===== config.mk =====
export PLATFORM = sky130hd
export DESIGN_NAME = pfec_cfg
export DESIGN_NICKNAME = d
export VERILOG_FILES = /design/src/hw/rtl/pfec_pkg.sv /design/src/hw/rtl/pfec_cfg.sv
export SDC_FILE = /design/constraint.sdc
export NUM_CORES = 1
export LEC_CHECK = 0
export BUFFER_PORTS_ARGS = -buffer_cell sky130_fd_sc_hd__buf_2
export CORE_UTILIZATION = 29
export CTS_CLUSTER_DIAMETER = 80
export DETAILED_ROUTE_END_ITERATION = 10
export PLACE_DENSITY = 0.79
export SKIP_LAST_GASP = 1
export SLEW_MARGIN = 5
export SYNTH_ARGS = -nofsm -noshare
export SYNTH_HDL_FRONTEND = slang
export SYNTH_SLANG_ARGS = --single-unit
export TNS_END_PERCENT = 10

===== constraint.sdc =====
create_clock -name clk -period 0.8 [get_ports clk]
set_input_delay 0.08 -clock clk [delete_from_list [all_inputs] [get_ports clk]]
set_output_delay 0.08 -clock clk [all_outputs]
set_load 0.01 [all_outputs]

===== src/hw/rtl/pfec_pkg.sv =====
`timescale 1ns / 1ps
// Shared constants, types and helpers for the per-flow ECN counter.
package pfec_pkg;

	localparam int FLOW_ENTRIES_DEF = 64;
	localparam int NUM_CTRS         = 8;
	localparam int CTR_W            = 32;
	localparam int FLOW_LIMIT_W     = 7;
	localparam int CFG_ADDR_W       = 3;
	localparam int CFG_DATA_W       = 32;

	localparam logic [FLOW_LIMIT_W-1:0] FLOW_LIMIT_RST = 7'd64;
	localparam logic [0:0]              REG_FLOW_LIMIT = 1'b0;

	localparam logic [15:0] ETH_IPV4  = 16'h0800;
	localparam logic [15:0] ETH_IPV6  = 16'h86DD;
	localparam logic [7:0]  PROTO_TCP = 8'd6;
	localparam logic [1:0]  ECN_MASK  = 2'b11;

	localparam logic [7:0] FLAG_CWR = 8'h80;
	localparam logic [7:0] FLAG_ECE = 8'h40;
	localparam logic [7:0] FLAG_ACK = 8'h10;
	localparam logic [7:0] FLAG_SYN = 8'h02;
	localparam logic [7:0] SYNACK_ECE_CWR = FLAG_SYN | FLAG_ACK | FLAG_ECE | FLAG_CWR;

	localparam int CTR_NOT_ECT    = 0;
	localparam int CTR_ECT1       = 1;
	localparam int CTR_ECT0       = 2;
	localparam int CTR_CE         = 3;
	localparam int CTR_SYNACK_EC  = 4;
	localparam int CTR_ECE_CWR    = 5;
	localparam int CTR_CWR_ONLY   = 6;
	localparam int CTR_ECE_ONLY   = 7;

	typedef enum logic [1:0] {
		STAT_IGNORED = 2'd0,
		STAT_HIT     = 2'd1,
		STAT_NEW     = 2'd2,
		STAT_FULL    = 2'd3
	} pfec_status_t;

	typedef logic [NUM_CTRS-1:0][CTR_W-1:0] pfec_ctrs_t;

	typedef struct packed {
		pfec_status_t status;
		logic [1:0]   ecn;
		pfec_ctrs_t   ctrs;
	} pfec_result_t;

	typedef struct packed {
		logic [FLOW_LIMIT_W-1:0] flow_limit;
	} pfec_cfg_t;

	function automatic logic [NUM_CTRS-1:0] incr_mask(
		input logic [7:0] class_b,
		input logic [7:0] proto,
		input logic [7:0] flags
	);
		logic [NUM_CTRS-1:0] m;
		logic [7:0]          ec;
		m  = '0;
		ec = flags & (FLAG_ECE | FLAG_CWR);
		m[class_b[1:0] & ECN_MASK] = 1'b1;
		if (proto == PROTO_TCP) begin
			m[CTR_SYNACK_EC] = (flags & SYNACK_ECE_CWR) == SYNACK_ECE_CWR;
			m[CTR_ECE_CWR]   = ec == (FLAG_ECE | FLAG_CWR);
			m[CTR_CWR_ONLY]  = ec == FLAG_CWR;
			m[CTR_ECE_ONLY]  = ec == FLAG_ECE;
		end
		return m;
	endfunction

endpackage


===== src/hw/rtl/pfec_cfg.sv =====
`timescale 1ns / 1ps
// APB configuration register block (flow_limit).
module pfec_cfg (
	input  logic                                 clk,
	input  logic                                 arst_n,
	input  logic                                 psel,
	input  logic                                 penable,
	input  logic                                 pwrite,
	input  logic [pfec_pkg::CFG_ADDR_W-1:0]      paddr,
	input  logic [pfec_pkg::CFG_DATA_W-1:0]      pwdata,
	output logic [pfec_pkg::CFG_DATA_W-1:0]      prdata,
	output logic                                 pready,
	output pfec_pkg::pfec_cfg_t                  cfg
);

	logic [pfec_pkg::FLOW_LIMIT_W-1:0] flow_limit_q;
	logic                              sel_limit;
	logic                              wr_en;

	assign pready    = 1'b1;
	assign sel_limit = paddr[pfec_pkg::CFG_ADDR_W-1:2] == pfec_pkg::REG_FLOW_LIMIT;
	assign wr_en     = psel && penable && pwrite && pready;

	always_ff @(posedge clk or negedge arst_n) begin
		if (!arst_n) begin
			flow_limit_q <= pfec_pkg::FLOW_LIMIT_RST;
		end else if (wr_en && sel_limit) begin
			flow_limit_q <= pwdata[pfec_pkg::FLOW_LIMIT_W-1:0];
		end
	end

	always_comb begin
		prdata = '0;
		if (sel_limit) begin
			prdata = pfec_pkg::CFG_DATA_W'(flow_limit_q);
		end
	end

	assign cfg.flow_limit = flow_limit_q;

endmodule


==> results.md, run 1 <==
- Post-DRT Antenna Nets: 0
- Drt wl/cell: 8.53 um
- Fillers: 186
- Row count: 15
- Final core utilization: 37.2%
- Post-DP HPWL: 734 um
- Crit path launch type: flip-flop
- TritonCTS clock tree: done
- Failing checks: negative setup slack
- Post-synthesis compound-gate area fraction: 0%
- Layout Skew: 0 ns
- TritonCTS Buffers: 3
- Slew Viols, Final: 0
- Initial Utilization: 31.1%
- Critical Path RT: 0.72 ns
- Port Buf Inserts: 26
- Max stage delay on crit path: 0.53 ns
- Worst-path clk slew: 0.06 ns
- Num ports: 80
- Die height: 45.3 um
- Worst hold path class: in2reg
- Largest family of logic cells by synthesized area: buffers and inverters
- Hold Path Depth: 2
- Initial DRC count: 2
- Share of layout cells above drive strength 1: 57.5%
- Comb power frac: 34.5%
- Unique cell type count in the Yosys netlist: 7
- CTS H-Tree Depth: 1
- Chip Width: 45.3 um
- Final setup viols: 14
- Area Growth Syn to Fin: 19.6%
- Adder-Cell Fraction of Synth Area: 0%
- Reg2reg setup slack: 0.03 ns
- WHS Endpoint: cfg[2]
- Nets: 121
- Largest net degree at the start of global routing: 8
- CP Class: reg2out
- Syn Area/Cell: 10.9 um^2
- Max reg flops: 7
- Fin crit period: 1.09 ns
- Commonest cells post-synth: buf_4, and2b_2, mux2_2, dfrtp_1, conb_1
- CP endpoint kind: primary output
- Reg2Reg Depth: 1
- RR Startpoint: cfg[1]
- Ranking of synthesized cells by area: buf_4, dfrtp_1, mux2_2, and2b_2, dfstp_2
- Sw Share: 32.4%
- PD cells: 1930 nW/um^2
- Setup TNS: -2.23 ns
- Worst VDD drop: 0.583 mV
- Clock root cell: clkbuf_4
- Sequential fraction of the synthesis area: 32.5%
- Critical-path cell list: and2b_2, buf_6
- Initial antenna violation count: 0
- Max-Cap Viols: 0
- Clock network power share: 26.4%
- Placer Congestion: 0.557
- Final wirelength: 896 um
- Post-Layout Inst Area: 649 um^2
- Area share of the largest cell type after synthesis: 35.9%
- Status: finished, violations left
- # diodes: 0
- Fin worst setup slack: -0.292 ns
- Leak: 0.385 nW
- First-pass GRT wire length: 1280 um
- Net Sw Power: 0.000405 W
- Hold Vio Cnt, Final: 0
- Warnings from Yosys: 0
- Flops & latches, synth: 7
- Ys async rst share: 100%
- Core footprint: 1750 um^2
- Worst skew pair latency: 0.25 ns
- Internal power: 0.000845 W
- GRT overflow: 0
- Fraction of synthesized area in multiplexers: 14.5%
- Vias: 366
- Worst flop-to-flop path endpoint: cfg[1]
- Prevailing post-synth register cell: dfrtp_1
- Post-synthesis simple-gate area fraction: 15.7%
- Post-CTS Setup Repair Bufs: 0
- Die ar.: 2050 um^2
- Post-DP Area: 607 um^2
- Most frequent cell after synthesis: buf_4
- Slowest library cell on the worst path: dfstp_2
- Post-synth EDFFs: 0
- Fmax achieved: 916 MHz
- Hold_sp: pwdata[2]
- Post-Synth XOR/XNOR Area: 0%
- Clock Path Buffers: 2
- CTS Sinks: 7
- Gr usage total: 9.48%
- Fin cells: 105
- Synth area leader: buf_4
- Routed vias/inst: 3.49
- Crit Path Max Fanout: 3
- Syn Inst Count: 50
- Synth Cell Area: 543 um^2
- Dpl cells: 100
- CP arrival: 1.01 ns
- Seq pwr share: 39.1%
- Tcrit/Tclk final: 137%
- Vias in the first global route: 304
- 1st-pass router iterations: 2
- DRC: 0
- Unrepaired setup endpoints after global routing: yes
## kinds of logic (layout without fill, tap and decap cells)
kind of cell           after synthesis  in the layout
buffers and inverters               26             32
DFF                                  7              7
muxes                                7              7
other                                2             26
and+or+nand+nor                      8              8
## power groups by stage
stage / Combinational, W / Clock (W) / Sequential, W
after floorplan: 0.000297 / 0 / 0.000531
after global placement: 0.000412 / 0 / 0.000488
after detailed placement: 0.000422 / 0 / 0.000495
after CTS: 0.000436 / 0.000343 / 0.000489
after global routing: 0.000477 / 0.000362 / 0.000503
final: 0.000431 / 0.000330 / 0.000489
## worst max-delay path, delay by kind of cell, from the launching register on
family | cells | cell delay, ns
buf+inv | 1 | 0.09
flops | 1 | 0.53
simple gates | 1 | 0.14
## cells in the final DEF (no fill, tap or decap)
cell type	Yosys	routed
conb_1	2	26
buf_2	0	25
and2b_2	7	7
mux2_2	7	7
dfrtp_1	6	6
clkbuf_4	0	3
nand4b_4	1	1
dfstp_2	1	1
clkbuf_1	0	1
dlygate4sd3_1	0	1
buf_6	0	1
buf_4	26	1
## repair_timing
| action | in CTS | in global routing |
|---|---|---|
| hold buffers | 1 | 0 |
| setup endpoints to repair | 14 | 14 |
| gates resized for setup | 1 | 0 |
| endpoints found under the hold margin | 7 | 0 |
## worst max-delay path by stage
stage | startpoint | endpoint | depth (start not counted)
after global placement | paddr[2] | cfg[5] | 3
after CTS | cfg[6] | prdata[6] | 2
final | cfg[6] | prdata[6] | 2
after global routing | cfg[6] | prdata[6] | 2
after detailed placement | paddr[2] | cfg[0] | 3
after floorplan | cfg[6] | prdata[6] | 1
## area by class of cell
| type | instances | area (um^2) | area share [%] |
|---|---|---|---|
| repair buffers | 28 | 154 | 23.7 |
| flip-flops and latches | 7 | 176 | 27.2 |
| multi-input cells | 41 | 262 | 40.3 |
| clock buffers | 4 | 26.3 | 4.05 |
| well taps | 25 | 31.3 | 4.82 |
## through the flow
| step | hold WS, ns | setup slack (ns) | power, W |
|---|---|---|---|
| 2_1_floorplan | -0.216 | 0.0182 | 0.000828 |
| 3_3_place_gp | -0.0764 | -0.0610 | 0.000900 |
| 3_5_place_dp | -0.0775 | -0.0787 | 0.000917 |
| 4_1_cts | 0.0484 | -0.298 | 0.00127 |
| 5_1_grt | 0.0515 | -0.326 | 0.00134 |
| 6_report | 0.0540 | -0.292 | 0.00125 |
## layer usage
metal | part of all wire (%) | up-vias | track usage (%)
li1 | - | 165 | -
met1 | 30 | 169 | 7.86
met2 | 59 | 30 | 18.6
met3 | 9.3 | 2 | 3.60
met4 | 1.7 | 0 | 5.45
met5 | 0 | - | 0
No activity file was read; power rests on OpenSTA's default activity.
==> run 2, diff against run 1 <==
--- a/config.mk
+++ b/config.mk
@@ -6,6 +6,7 @@
 export NUM_CORES = 1
 export LEC_CHECK = 0
 export BUFFER_PORTS_ARGS = -buffer_cell sky130_fd_sc_hd__buf_2
+export CORE_MARGIN = 4
 export CORE_UTILIZATION = 29
 export CTS_CLUSTER_DIAMETER = 80
 export DETAILED_ROUTE_END_ITERATION = 10
==> run 2 against run 1 <==
The run still ends with negative setup slack left. Clock skew unchanged. Clock-buffer cell count stayed put. Clock power about the same. Sequential cell count did not move. Sequential share of layout area unchanged. Hold slack improved by 0.0019 ns. Largest cell class unchanged.
==> results.md, run 2 (synthesis results as in run 1) <==
- Status: finished, violations left
- Failing checks: negative setup slack
- WP buf/inv: 1
- Routed vias/inst: 3.45
- Worst VDD drop: 0.549 mV
- Hold Path Depth: 2
- Initial antenna violation count: 0
- Worst hold path class: in2reg
- CP arrival: 1.02 ns
- Crit path launch type: flip-flop
- Vias: 362
- Top delay family on crit path: flip-flops
- Commonest non-fill, non-tap cell in the layout: conb_1
- Fin crit period: 1.10 ns
- Vias in the first global route: 328
- Row count: 15
- Hold_sp: pwdata[6]
- CP Class: reg2out
- CTS H-Tree Depth: 1
- Seq pwr share: 38.7%
- Port Buf Inserts: 26
- Worst flop-to-flop path endpoint: cfg[4]
- Setup TNS: -2.20 ns
- TritonCTS Buffers: 3
- Tcrit/Tclk final: 137%
- Unrepaired setup endpoints after global routing: yes
- Worst-path clk slew: 0.06 ns
- Post-CTS Setup Repair Bufs: 0
- # diodes: 0
- Largest net degree at the start of global routing: 8
- Slowest library cell on the worst path: dfstp_2
- Area Growth Syn to Fin: 19.6%
- Slew Viols, Final: 0
- Place WS: -0.0728 ns
- Final setup viols: 14
- Drt wl/cell: 10.4 um
- Worst skew pair latency: 0.25 ns
- Clock Path Buffers: 2
- CTS Sinks: 7
- Most frequent cells in the layout: conb_1, buf_2, and2b_2, mux2_2, dfrtp_1
- WHS Endpoint: cfg[6]
- Chip Width: 51.3 um
- Die ar.: 2630 um^2
- Multi-input logic area: 262 um^2
- GRT overflow: 0
- TritonCTS clock tree: done
- RR Startpoint: cfg[4]
- Gr usage total: 8.16%
- Internal power: 0.000846 W
- Layout Skew: 0 ns
- Reg2reg setup slack: 0.02 ns
- Core footprint: 1750 um^2
- Initial DRC count: 0
- Share of layout cells above drive strength 1: 57.5%
- DRC: 0
- Register area: 176 um^2
- Num ports: 80
- Max-Cap Viols: 0
- First-pass GRT wire length: 1470 um
- PD cells: 1940 nW/um^2
- Die height: 51.3 um
- Clock network power share: 26.2%
- Net Sw Power: 0.000412 W
- Initial Utilization: 31.1%
- Fillers: 190
- Stages on worst setup path: 2
- Critical-path cell list: and2b_2, buf_6
- Clock root cell: clkbuf_4
- Leak: 0.385 nW
- Post-DP HPWL: 908 um
- Max stage delay on crit path: 0.53 ns
- CP endpoint kind: primary output
- Fin worst setup slack: -0.295 ns
- Max reg flops: 7
- Hold Vio Cnt, Final: 0
- Sw Share: 32.8%
- 1st-pass router iterations: 1
- Placer Congestion: 0.625
- Nets: 121
- Fmax achieved: 913 MHz
- Final wirelength: 1090 um
- Comb power frac: 35.0%
- Reg2Reg Depth: 1
- Critical Path RT: 0.72 ns
- Post-DRT Antenna Nets: 0
- Crit Path Max Fanout: 3
## run 2: what timing repair did
item                                   4_1_cts  5_1_grt
resized for setup                            1        0
hold buffers                                 1        0
setup endpoints to repair                   14       16
endpoints found under the hold margin        7        0
## run 2: area by class of cell
type	instances	share of cell area [%]
clock buffers	4	4.05
repair buffers	28	23.7
multi-input cells	41	40.3
well taps	25	4.82
flip-flops and latches	7	27.2
## run 2: worst max path at each step
stage / startpoint / end / slack, ns
after global placement: paddr[2] / cfg[0] / -0.06
after CTS: cfg[6] / prdata[6] / -0.31
after detailed placement: paddr[2] / cfg[1] / -0.07
after floorplan: cfg[6] / prdata[6] / 0.02
final: cfg[6] / prdata[6] / -0.30
after global routing: cfg[6] / prdata[6] / -0.35
## run 2: per-layer routing
metal	track usage, %	vias up	wire length, um
met5	0	-	0
met4	5.24	0	0
met3	3.79	0	146
met2	16.1	24	662
met1	6.05	173	281
li1	-	165	-
## run 2: through the flow
step	cell area (um^2)	hold slack (ns)	total power [W]	std cells	util (%)
floorplan	633	-0.216	0.000828	74	-
global placement	607	-0.0784	0.000905	100	34.8
detailed placement	607	-0.0728	0.000924	100	34.8
CTS	649	0.0494	0.00128	105	37.2
global route	649	0.0562	0.00136	105	37.2
finish	649	0.0559	0.00126	105	37.2
## run 2: power groups by stage
| stage | clock [W] | sequential [W] | combinational, W |
|---|---|---|---|
| floorplan | 0 | 0.000531 | 0.000297 |
| global placement | 0 | 0.000488 | 0.000418 |
| detailed placement | 0 | 0.000494 | 0.000429 |
| CTS | 0.000346 | 0.000489 | 0.000447 |
| global route | 0.000374 | 0.000504 | 0.000481 |
| finish | 0.000330 | 0.000487 | 0.000441 |
==> run 3, diff against run 2 <==
--- a/config.mk
+++ b/config.mk
@@ -11,6 +11,7 @@
 export CTS_CLUSTER_DIAMETER = 80
 export DETAILED_ROUTE_END_ITERATION = 10
 export PLACE_DENSITY = 0.79
+export RECOVER_POWER = 50
 export SKIP_LAST_GASP = 1
 export SLEW_MARGIN = 5
 export SYNTH_ARGS = -nofsm -noshare
==> run 3 against run 2 <==
The flow still finishes with violations (negative setup slack). Cell count unchanged. Sequential share of layout area increased by 0.052 points. Global-route usage unchanged. Non-clock buffer count unchanged. First-iteration DRC count unchanged. Critical endpoint unchanged. Largest cell class unchanged.
==> results.md, run 3 (synthesis results as in run 1) <==
- Tcrit/Tclk final: 137%
- Placer Congestion: 0.625
- # diodes: 0
- Worst hold slack: 0.0559 ns
- Hold Vio Cnt, Final: 0
- Post-CTS Setup Repair Bufs: 0
- Worst VDD drop: 0.549 mV
- Status: finished, violations left
- CP arrival: 1.02 ns
- PD cells: 1940 nW/um^2
- 1st-pass router iterations: 1
- GR Layer Usage met2: 16.1%
- Met3 Track Usage GR: 3.79%
- Fin worst setup slack: -0.295 ns
- Largest net degree at the start of global routing: 8
- Drt wl/cell: 10.4 um
- Leak: 0.382 nW
- Post-DP Area: 607 um^2
- CP endpoint kind: primary output
- Clock root cell: clkbuf_4
- GRT overflow: 0
- Crit Path Max Fanout: 3
- Routed vias/inst: 3.45
- Slew Viols, Final: 0
- Die ar.: 2630 um^2
- Commonest non-fill, non-tap cell in the layout: conb_1
- Failing checks: negative setup slack
- Worst skew pair latency: 0.25 ns
- Initial antenna violation count: 0
- Worst-path clk slew: 0.06 ns
- Vias: 362
- Post-DRT Antenna Nets: 0
- Area Growth Syn to Fin: 19.4%
- Gr usage total: 8.16%
- Place WS: -0.0728 ns
- GRT met1 Usage: 6.05%
- Max reg flops: 7
- Post-Layout Inst Area: 648 um^2
- CTS Sinks: 7
- Critical Path RT: 0.72 ns
- Final wirelength: 1090 um
- First-pass GRT wire length: 1470 um
- Setup TNS: -2.20 ns
- Initial Utilization: 31.1%
- CTS H-Tree Depth: 1
- Layout Skew: 0 ns
- Unrepaired setup endpoints after global routing: yes
- Vias in the first global route: 328
- Total power draw: 0.00126 W
- Chip Width: 51.3 um
- Clock Path Buffers: 2
- Most frequent cells in the layout: conb_1, buf_2, and2b_2, mux2_2, dfrtp_1
- TritonCTS clock tree: done
- Share of layout cells above drive strength 1: 56.3%
- TritonCTS Buffers: 3
- Worst hold path class: in2reg
- Fin crit period: 1.10 ns
- DRC: 0
- Core footprint: 1750 um^2
- Max-Cap Viols: 0
- Die height: 51.3 um
- GRT Max-Usage Layer: met2
- Num ports: 80
- Post-DP HPWL: 908 um
- Row count: 15
- Final setup viols: 14
- Initial DRC count: 0
- CP Class: reg2out
- Nets: 121
- Port Buf Inserts: 26
- Crit path launch type: flip-flop
- Fmax achieved: 913 MHz
-- run 3: changes by cell type in the layout (fill, tap and decap cells not counted), sizes merged --
cell / change
buf: -1
clkbuf: +1
-- run 3: worst paths after layout --
path,startpoint,endpoint,slack (ns),depth (start not counted)
min,pwdata[6],cfg[6],0.06,2
min reg2reg,cfg[0],cfg[0],0.52,1
min in group asynchronous,arst_n,cfg[5],0.26,2
max,cfg[6],prdata[6],-0.30,2
max reg2reg,cfg[4],cfg[4],0.02,1
max in group asynchronous,arst_n,cfg[6],0.23,2
-- run 3: final cells by class --
| class | instances | area (um^2) |
|---|---|---|
| clock buffers | 4 | 26.3 |
| fillers | 190 | 1100 |
| multi-input cells | 41 | 262 |
| flip-flops and latches | 7 | 176 |
| well taps | 25 | 31.3 |
| repair buffers | 28 | 153 |
-- run 3: critical path: stages, from the launching register on --
cell and delay, ns:
dfstp_2 0.53, and2b_2 0.14, buf_6 0.09
-- run 3: power by group --
part | internal, W | switching, W
Clock | 0.000191 | 0.000139
Combinational | 0.000213 | 0.000227
Sequential | 0.000441 | 0.0000461
Total | 0.000845 | 0.000412
-- run 3: routing by layer --
layer / up-vias / wire length [um]
li1: 165 / -
met1: 173 / 279
met2: 24 / 662
met3: 0 / 145
met4: 0 / 0
met5: - / 0
-- run 3: timing repair --
action	CTS	global route
gates resized for setup	1	0
endpoints found under the hold margin	7	0
endpoints found under the setup margin	14	16
hold buffers	1	0
-- run 3: through the flow --
step / cells / util (%)
floorplan: 74 / -
global placement: 100 / 34.8
detailed placement: 100 / 34.8
CTS: 105 / 37.2
global route: 105 / 37.1
finish: 105 / 37.1
